File: src/sv/idwm_pkg.sv
`timescale 1ns / 1ps
package idwm_pkg;

	localparam logic [7:0] CTRL_COMMAND = 8'h00;
	localparam logic [7:0] CTRL_DATA    = 8'h40;

	localparam logic [7:0] DEV_ADDR_RESET    = 8'd120;
	localparam logic [7:0] ACK_TIMEOUT_RESET = 8'd250;

	localparam logic REG_DEV_ADDR    = 1'b0;
	localparam logic REG_ACK_TIMEOUT = 1'b1;

	typedef struct packed {
		logic       go;
		logic       op;
		logic [7:0] payload;
		logic       sda_in;
	} tick_t;

	typedef struct packed {
		logic scl;
		logic sda_out;
		logic sda_release;
		logic busy;
		logic done;
		logic nack;
	} pins_t;

	typedef struct packed {
		logic  valid;
		tick_t data;
	} q_head_t;

endpackage

File: src/sv/idwm_tick_queue.sv
`timescale 1ns / 1ps
module idwm_tick_queue import idwm_pkg::*; (
	input  logic    clk,
	input  logic    arst_n,
	input  logic    push,
	input  tick_t   push_data,
	output logic    full,
	input  logic    pop,
	output q_head_t head
);

	tick_t      mem_q [2];
	logic       wr_ptr_q;
	logic       rd_ptr_q;
	logic [1:0] count_q;
	logic       do_push;
	logic       do_pop;

	assign full       = count_q[1];
	assign head.valid = (count_q != 2'd0);
	assign head.data  = mem_q[rd_ptr_q];
	assign do_push    = push && !full;
	assign do_pop     = pop && head.valid;

	always_ff @(posedge clk) begin
		if (do_push) begin
			mem_q[wr_ptr_q] <= push_data;
		end
	end

	always_ff @(posedge clk or negedge arst_n) begin
		if (!arst_n) begin
			wr_ptr_q <= 1'b0;
			rd_ptr_q <= 1'b0;
			count_q  <= 2'd0;
		end else begin
			if (do_push) begin
				wr_ptr_q <= ~wr_ptr_q;
			end
			if (do_pop) begin
				rd_ptr_q <= ~rd_ptr_q;
			end
			case ({do_push, do_pop})
				2'b10:   count_q <= count_q + 2'd1;
				2'b01:   count_q <= count_q - 2'd1;
				default: count_q <= count_q;
			endcase
		end
	end

endmodule

File: src/sv/idwm_bus_seq.sv
`timescale 1ns / 1ps
module idwm_bus_seq import idwm_pkg::*; (
	input  logic    clk,
	input  logic    arst_n,
	input  logic    cfg_we,
	input  logic    cfg_index,
	input  logic [7:0] cfg_data,
	input  q_head_t head,
	output logic    pop,
	output logic    res_valid,
	input  logic    res_ready,
	output pins_t   res
);

	typedef enum logic [3:0] {
		PH_IDLE,
		PH_START_LOW,
		PH_BIT_SET,
		PH_BIT_HIGH,
		PH_BIT_LOW,
		PH_ACK_RELEASE,
		PH_ACK_HIGH,
		PH_ACK_WAIT,
		PH_STOP_SCL_LOW,
		PH_STOP_SDA_LOW,
		PH_STOP_SCL_HIGH,
		PH_STOP_SDA_HIGH
	} phase_t;

	phase_t     phase_q, phase_d;
	logic [1:0] byte_q, byte_d;
	logic [2:0] bit_q, bit_d;
	logic [7:0] shift_q, shift_d;
	logic [7:0] held_payload_q, held_payload_d;
	logic       held_op_q, held_op_d;
	logic [7:0] wait_q, wait_d;
	logic       err_q, err_d;
	logic [7:0] dev_addr_q;
	logic [7:0] timeout_q;
	logic       res_valid_q;
	pins_t      res_q;
	pins_t      pins;
	logic       msb;
	logic [8:0] wait_next;
	tick_t      t;

	assign t         = head.data;
	assign pop       = head.valid && (!res_valid_q || res_ready);
	assign res_valid = res_valid_q;
	assign res       = res_q;
	assign msb       = shift_q[7];
	assign wait_next = {1'b0, wait_q} + 9'd1;

	always_comb begin
		phase_d        = phase_q;
		byte_d         = byte_q;
		bit_d          = bit_q;
		shift_d        = shift_q;
		held_payload_d = held_payload_q;
		held_op_d      = held_op_q;
		wait_d         = wait_q;
		err_d          = err_q;
		pins           = '{scl: 1'b1, sda_out: 1'b1, sda_release: 1'b0,
		                   busy: 1'b1, done: 1'b0, nack: 1'b0};
		case (phase_q)
			PH_START_LOW: begin
				pins.scl = 1'b0; pins.sda_out = 1'b0;
				phase_d = PH_BIT_SET;
			end
			PH_BIT_SET: begin
				pins.scl = 1'b0; pins.sda_out = msb;
				phase_d = PH_BIT_HIGH;
			end
			PH_BIT_HIGH: begin
				pins.sda_out = msb;
				phase_d = PH_BIT_LOW;
			end
			PH_BIT_LOW: begin
				pins.scl = 1'b0; pins.sda_out = msb;
				shift_d = {shift_q[6:0], 1'b0};
				if (bit_q == 3'd7) begin
					bit_d   = 3'd0;
					phase_d = PH_ACK_RELEASE;
				end else begin
					bit_d   = bit_q + 3'd1;
					phase_d = PH_BIT_SET;
				end
			end
			PH_ACK_RELEASE: begin
				pins.scl = 1'b0; pins.sda_release = 1'b1;
				wait_d  = 8'd0;
				phase_d = PH_ACK_HIGH;
			end
			PH_ACK_HIGH: begin
				pins.sda_release = 1'b1;
				phase_d = PH_ACK_WAIT;
			end
			PH_ACK_WAIT: begin
				pins.sda_release = 1'b1;
				if (!t.sda_in) begin
					pins.scl = 1'b0;
					if (byte_q >= 2'd2) begin
						phase_d = PH_STOP_SDA_LOW;
					end else begin
						byte_d  = byte_q + 2'd1;
						shift_d = (byte_q == 2'd0)
						          ? (held_op_q ? CTRL_DATA : CTRL_COMMAND)
						          : held_payload_q;
						bit_d   = 3'd0;
						phase_d = PH_BIT_SET;
					end
				end else if (wait_next > {1'b0, timeout_q}) begin
					err_d   = 1'b1;
					phase_d = PH_STOP_SCL_LOW;
				end else begin
					wait_d = wait_next[7:0];
				end
			end
			PH_STOP_SCL_LOW: begin
				pins.scl = 1'b0; pins.sda_release = 1'b1;
				phase_d = PH_STOP_SDA_LOW;
			end
			PH_STOP_SDA_LOW: begin
				pins.scl = 1'b0; pins.sda_out = 1'b0;
				phase_d = PH_STOP_SCL_HIGH;
			end
			PH_STOP_SCL_HIGH: begin
				pins.sda_out = 1'b0;
				phase_d = PH_STOP_SDA_HIGH;
			end
			PH_STOP_SDA_HIGH: begin
				pins.done = 1'b1;
				pins.nack = err_q;
				phase_d = PH_IDLE;
			end
			default: begin
				if (t.go) begin
					held_payload_d = t.payload;
					held_op_d      = t.op;
					shift_d        = dev_addr_q;
					byte_d         = 2'd0;
					bit_d          = 3'd0;
					wait_d         = 8'd0;
					err_d          = 1'b0;
					pins.sda_out   = 1'b0;
					phase_d        = PH_START_LOW;
				end else begin
					pins.busy = 1'b0;
					phase_d   = PH_IDLE;
				end
			end
		endcase
	end

	always_ff @(posedge clk or negedge arst_n) begin
		if (!arst_n) begin
			phase_q        <= PH_IDLE;
			byte_q         <= 2'd0;
			bit_q          <= 3'd0;
			shift_q        <= 8'd0;
			held_payload_q <= 8'd0;
			held_op_q      <= 1'b0;
			wait_q         <= 8'd0;
			err_q          <= 1'b0;
			dev_addr_q     <= DEV_ADDR_RESET;
			timeout_q      <= ACK_TIMEOUT_RESET;
			res_valid_q    <= 1'b0;
			res_q          <= '0;
		end else begin
			if (cfg_we) begin
				case (cfg_index)
					REG_DEV_ADDR:    dev_addr_q <= cfg_data;
					REG_ACK_TIMEOUT: timeout_q  <= cfg_data;
					default:         dev_addr_q <= dev_addr_q;
				endcase
			end
			if (pop) begin
				phase_q        <= phase_d;
				byte_q         <= byte_d;
				bit_q          <= bit_d;
				shift_q        <= shift_d;
				held_payload_q <= held_payload_d;
				held_op_q      <= held_op_d;
				wait_q         <= wait_d;
				err_q          <= err_d;
				res_q          <= pins;
				res_valid_q    <= 1'b1;
			end else if (res_ready) begin
				res_valid_q <= 1'b0;
			end
		end
	end

endmodule

File: src/sv/i2c_display_write_master.sv
`timescale 1ns / 1ps
// i2c write master for a display controller, one bus tick per beat. each input
// beat yields exactly one output beat with the pin levels for that tick. the
// block sustains one beat per clock while neither side stalls: a two-entry
// tick queue feeds the bus sequencer, whose result sits in an output
// register, so each side may stall on its own. output valid is registered:
// a popped tick's pin levels land in the output register. configuration:
// index 0 device address, index 1 ack timeout; write only while idle.
module i2c_display_write_master import idwm_pkg::*; (
	input  logic       clk,
	input  logic       arst_n,
	input  logic       cfg_we,
	input  logic       cfg_index,
	input  logic [7:0] cfg_data,
	input  logic       in_valid,
	output logic       in_ready,
	input  logic       go,
	input  logic       op,
	input  logic [7:0] payload,
	input  logic       sda_in,
	output logic       out_valid,
	input  logic       out_ready,
	output logic       scl,
	output logic       sda_out,
	output logic       sda_release,
	output logic       busy_res,
	output logic       done_res,
	output logic       nack_error
);

	tick_t   in_tick;
	q_head_t head;
	logic    full;
	logic    pop;
	pins_t   res;

	assign in_tick  = '{go: go, op: op, payload: payload, sda_in: sda_in};
	assign in_ready = !full;

	idwm_tick_queue u_queue (
		.clk       (clk),
		.arst_n    (arst_n),
		.push      (in_valid),
		.push_data (in_tick),
		.full      (full),
		.pop       (pop),
		.head      (head)
	);

	idwm_bus_seq u_seq (
		.clk       (clk),
		.arst_n    (arst_n),
		.cfg_we    (cfg_we),
		.cfg_index (cfg_index),
		.cfg_data  (cfg_data),
		.head      (head),
		.pop       (pop),
		.res_valid (out_valid),
		.res_ready (out_ready),
		.res       (res)
	);

	assign scl         = res.scl;
	assign sda_out     = res.sda_out;
	assign sda_release = res.sda_release;
	assign busy_res    = res.busy;
	assign done_res    = res.done;
	assign nack_error  = res.nack;

	a_done_busy: assert property (@(posedge clk) disable iff (!arst_n)
		out_valid && done_res |-> busy_res)
		else $error("done without busy");

	a_nack_done: assert property (@(posedge clk) disable iff (!arst_n)
		out_valid && nack_error |-> done_res)
		else $error("nack without done");

	a_release_high: assert property (@(posedge clk) disable iff (!arst_n)
		out_valid && sda_release |-> sda_out && busy_res)
		else $error("sda released while driven low or idle");

	a_full_stall: assert property (@(posedge clk) disable iff (!arst_n)
		!in_ready |-> $past(out_valid && !out_ready))
		else $error("queue full without output stall");

endmodule

File: config.mk
export PLATFORM = sky130hd
export DESIGN_NAME = i2c_display_write_master
export DESIGN_NICKNAME = d
export VERILOG_FILES = /design/src/sv/idwm_pkg.sv /design/src/sv/idwm_tick_queue.sv /design/src/sv/idwm_bus_seq.sv /design/src/sv/i2c_display_write_master.sv
export SDC_FILE = /design/constraint.sdc
export NUM_CORES = 1
export LEC_CHECK = 0
export ABC_AREA = 1
export BUFFER_PORTS_ARGS = -buffer_cell sky130_fd_sc_hd__buf_4
export CAP_MARGIN = 20
export CORE_AREA = 2 2 95 97
export DETAILED_ROUTE_END_ITERATION = 10
export DIE_AREA = 0 0 97 99
export HOLD_SLACK_MARGIN = 0.08
export PLACE_DENSITY = 0.68
export SYNTH_ARGS = -nofsm -noshare
export SYNTH_HDL_FRONTEND = slang
export SYNTH_SLANG_ARGS = --single-unit
File: constraint.sdc
create_clock -name clk -period 3.6 [get_ports clk]
set_input_delay 0.18 -clock clk [delete_from_list [all_inputs] [get_ports clk]]
set_output_delay 0.18 -clock clk [all_outputs]
set_load 0.005 [all_outputs]
==> summary.md <==
| Metric | Value |
|---|---|
| Clk buf depth | 2 |
| R2R depth | 15 |
| Max-slew headroom | 0.398 |
| Worst-path clk slew | 0.09 ns |
| Die span in y | slightly below 100 µm |
| Setup Viol. Count Final | 0 |
| Adder-cell share of the synthesized area | 0.0422 |
| Pwr per Cell Area | ~660 nW/µm² |
| Vias/cell | 4.93 |
| Worst-skew pair later-pin latency | about 0.35 ns |
| Vias in the first global route | around 3100 |
| Die area | approximately 9600 µm² |
| FP Rows | 34 |
| Post-CTS Resized | 0 |
| H-Tree Depth | 3 |
| Mapped Area | 4160 µm² |
| Tot GR Track Use | 0.178 |
| HPWL Detailed | around 5500 µm |
| Worst min-delay path startpoint | cfg_data[7] |
| Worst path cell trace | ha_1 -> nand3_1 -> nor2_1 -> xnor2_1 -> inv_1 -> ha_1 -> nand3_1 -> inv_1 -> nand3_1 -> or2_2 -> nand2_1 -> nand2_1 -> nand2_1 -> nand2_1 -> nand2_1 |
| IO Count | 33 |
| Pleak | between 2 and 2.5 nW |
| Fin. max-slew vios | 0 |
| Share of cells above drive strength 1 | 0.187 |
| Fillcell total | 777 |
| R2R Path Start | u_seq.wait_q[0]$_DFFE_PN0P_ |
| Mapped Avg Cell Area | roughly 8.9 µm² |
| Fin nets | 558 |
| Placer Congestion | between 0.9 and 1 |
| Drt total wl | a little under 8000 µm |
| Final core utilization | 0.566 |
| Max frequency | ~0.4 GHz |
| Worst path bufs/invs | 2 |
| Hold path endpoint | u_seq.timeout_q[7]$_DFFE_PN1P_ |
| Max Cap Viol | 0 |
| CP dominant cell by count | nand2_1 |
| Register area share after synthesis | 0.535 |
| Main combinational cell family by area after synthesis | simple AND/OR/NAND/NOR gates |
| DRC violations left | 0 |
| Storage element area | between 2000 and 2500 µm² |
| Simple-gate portion of the synthesized area | 0.228 |
| Multiplexer share of the synthesized area | 0 |
| Synth Net Count | 506 |
| Ys flop type | dfrtp_1 |
| Largest net degree at the start of global routing | 63 |
| Initial antenna violation count | 0 |
| TritonRoute pass-1 iters | 4 |
| Most common cell in the netlist | nand2_1 |
| Die width | 97 µm |
| XOR/XNOR share of the synthesized area | 0.0148 |
| Non-Filler Instances | 632 |
| Data arrival, critical path | between 2 and 3 ns |
| Mapped Cells | between 400 and 500 |
| Slowest stage delay, CP | 0.43 ns |
| Worst setup SP type | flip-flop |
| Diodes inserted | 0 |
| Top delay family on crit path | simple AND/OR/NAND/NOR gates |
| Layout overhead on the synthesized area | 16.6% |
| Worst r2r dst | u_seq.phase_q[3]$_DFFE_PN0P_ |
| Antenna Violating Nets Remaining | 0 |
| Avg WL per Cell | around 12 µm |
| Crit. End Element | flip-flop |
| Hold slack | approximately 0.11 ns |
| CTS Buf Count | 9 |
| CTS tree | done |
| Worst setup path category | reg -> reg |
| Hold Path Depth | 3 |
| RSZ-0062 raised after global routing | no |
| Top cells by count, synth | 129 x nand2_1, 52 x dfrtp_1, 51 x inv_1 |
| Cell Count Post-Placement | around 600 |
| Sum Neg Setup Slack | 0 ns |
| CORE AREA | 8550 µm² |
| Compound-Gate Fraction of Synth Area | 0.110 |
| Clock root cell | clkbuf_8 |
| DRC violation total after the first TritonRoute iteration | about 180 |
| Total vias in the final route | approximately 3100 |
| Initial Util | 0.486 |
| Worst Hold Class | in -> reg |
| Crit-path max FO | 5 |
| Overflow after GRT | 0 |
| EDFF count, synth | 22 |
| Port bufs | 32 |
| Most area-hungry cell type in the Yosys netlist | dfrtp_1 |
| VDD IR max | about 0.41 mV |
| Yosys warnings | 0 |
| R2R setup slack | approximately 1.1 ns |
| Netlist cell types | 35 |
| First-pass GRT wire length | ~14000 µm |
| Period utilisation layout | 0.681 |
| Outcome | completed |
| Area share of the largest cell type after synthesis | 0.313 |
| Worst-margin pin slew | between 0.9 and 1 ns |
| Multi-input logic area | approximately 1600 µm² |
| Largest cells by area after synthesis | dfrtp_1 31%, edfxtp_1 16%, nand2_1 12% |
| Clock Sinks | 84 |
| Slowest cell on crit path | dfrtp_1 |
| Min Tclk post-route | approximately 2.5 ns |
| Async S/R FF share, synth | 0.738 |
| Skew final | 0.00796 ns |
| Final hold vios | 0 |
| Critical Path RT | 3.89 ns |
| Post-synthesis register bit count | between 80 and 90 |
[area by class of cell]
cell class,instances,share of cell area
Multi-Input combinational cell,313,0.338
Clock buffer,10,0.0284
Clock inverter,6,0.0111
Inverter,60,0.0465
Tap cell,108,0.0279
Sequential cell,84,0.459
Timing Repair Buffer,51,0.0883
[per-stage QoR]
stage / power [mW] / setup WS, ns / instance area [µm²]
floorplan: 2.27 / 1.36 / 4160
global placement: 2.52 / 1.22 / 4470
detailed placement: 2.55 / 1.17 / 4470
CTS: 3.22 / 1.14 / 4840
global route: 3.44 / 0.868 / 4840
finish: 3.19 / 1.15 / 4840
[worst max-delay path by stage]
| stage | from | to | slack (ns) | cells after the start |
|---|---|---|---|---|
| final | u_seq.wait_q[0]$_DFFE_PN0P_ | u_seq.phase_q[3]$_DFFE_PN0P_ | 1.15 | 15 |
| after global routing | u_seq.wait_q[0]$_DFFE_PN0P_ | u_seq.phase_q[3]$_DFFE_PN0P_ | 0.87 | 14 |
| after CTS | u_seq.wait_q[0]$_DFFE_PN0P_ | u_seq.phase_q[3]$_DFFE_PN0P_ | 1.14 | 15 |
| after detailed placement | u_seq.wait_q[0]$_DFFE_PN0P_ | u_seq.phase_q[2]$_DFFE_PN0P_ | 1.17 | 15 |
| after global placement | u_seq.wait_q[0]$_DFFE_PN0P_ | u_seq.wait_q[0]$_DFFE_PN0P_ | 1.22 | 14 |
| after floorplan | u_seq.wait_q[0]$_DFFE_PN0P_ | u_seq.wait_q[6]$_DFFE_PN0P_ | 1.36 | 14 |
[kinds of logic (layout without fill, tap and decap cells)]
| group | Yosys count | in the layout |
|---|---|---|
| buffers and inverters | 70 | 127 |
| DFF | 84 | 84 |
| AOI/OAI and AO/OA | 80 | 80 |
| adders and majority gates | 14 | 14 |
| xor gates and xnor gates | 7 | 7 |
| and+or+nand+nor | 212 | 212 |
[layout by cell type (no fill, tap or decap), types with 3 or more instances in the layout]
| cell | instances |
|---|---|
| a21oi_1 | 9 |
| nand4_1 | 4 |
| nand2_2 | 4 |
| or2_2 | 9 |
| inv_6 | 3 |
| o21ai_1 | 24 |
| inv_2 | 9 |
| o211ai_1 | 10 |
| dlygate4sd3_1 | 18 |
| xor2_1 | 5 |
| nand2_1 | 129 |
| buf_4 | 33 |
| nor2_2 | 6 |
| o21ai_0 | 29 |
| ha_1 | 14 |
| o21a_1 | 3 |
| nor2_1 | 25 |
| nand3_1 | 23 |
| clkbuf_8 | 10 |
| edfxtp_1 | 22 |
| nor2_4 | 3 |
| dfstp_2 | 10 |
| inv_1 | 51 |
| dfrtp_1 | 52 |
[per-layer routing]
metal | global-route usage | routed length, µm | up-vias
met3 | 0.0340 | 292 | 6
met1 | 0.233 | 3810 | 1431
met2 | 0.298 | 3720 | 55
li1 | - | - | 1621
met5 | 0 | 0 | -
met4 | 0.0661 | 66 | 0
[sequential cells by signal, summed over array words and instances, names as in the netlist]
register / count
u_queue.count_q: 2
u_seq.res_valid: 1
u_queue.wr_ptr_q: 1
u_seq.err_q: 1
u_seq.dev_addr_q: 8
u_seq.held_op_q: 1
u_seq.phase_q: 4
u_seq.timeout_q: 8
u_seq.res: 6
u_queue.rd_ptr_q: 1
u_seq.shift_q: 8
u_queue.mem_q: 22
u_seq.bit_q: 3
u_seq.wait_q: 8
u_seq.held_payload_q: 8
u_seq.byte_q: 2
[report_power, final]
| group | total, mW | switching (mW) | leakage, nW | internal, mW |
|---|---|---|---|---|
| combinational | 1.15 | 0.726 | 1.25 | 0.426 |
| sequential | 1.39 | 0.147 | 0.971 | 1.24 |
| clock | 0.643 | 0.360 | 0.0958 | 0.283 |
| total | 3.19 | 1.23 | 2.31 | 1.95 |
[worst reg2reg max path: stages (launching register included)]
cell and delay [ns]:
dfrtp_1 0.43, ha_1 0.21, nand3_1 0.13, nor2_1 0.14, xnor2_1 0.15, inv_1 0.07
ha_1 0.29, nand3_1 0.08, inv_1 0.08, nand3_1 0.05, or2_2 0.29, nand2_1 0.10
nand2_1 0.11, nand2_1 0.14, nand2_1 0.06, nand2_1 0.06
[timing repair]
item,in CTS,in global routing
hold buffers,18,0
endpoints found under the hold margin,82,0
setup buffers,0,0
(Power assumes the default switching activity.)
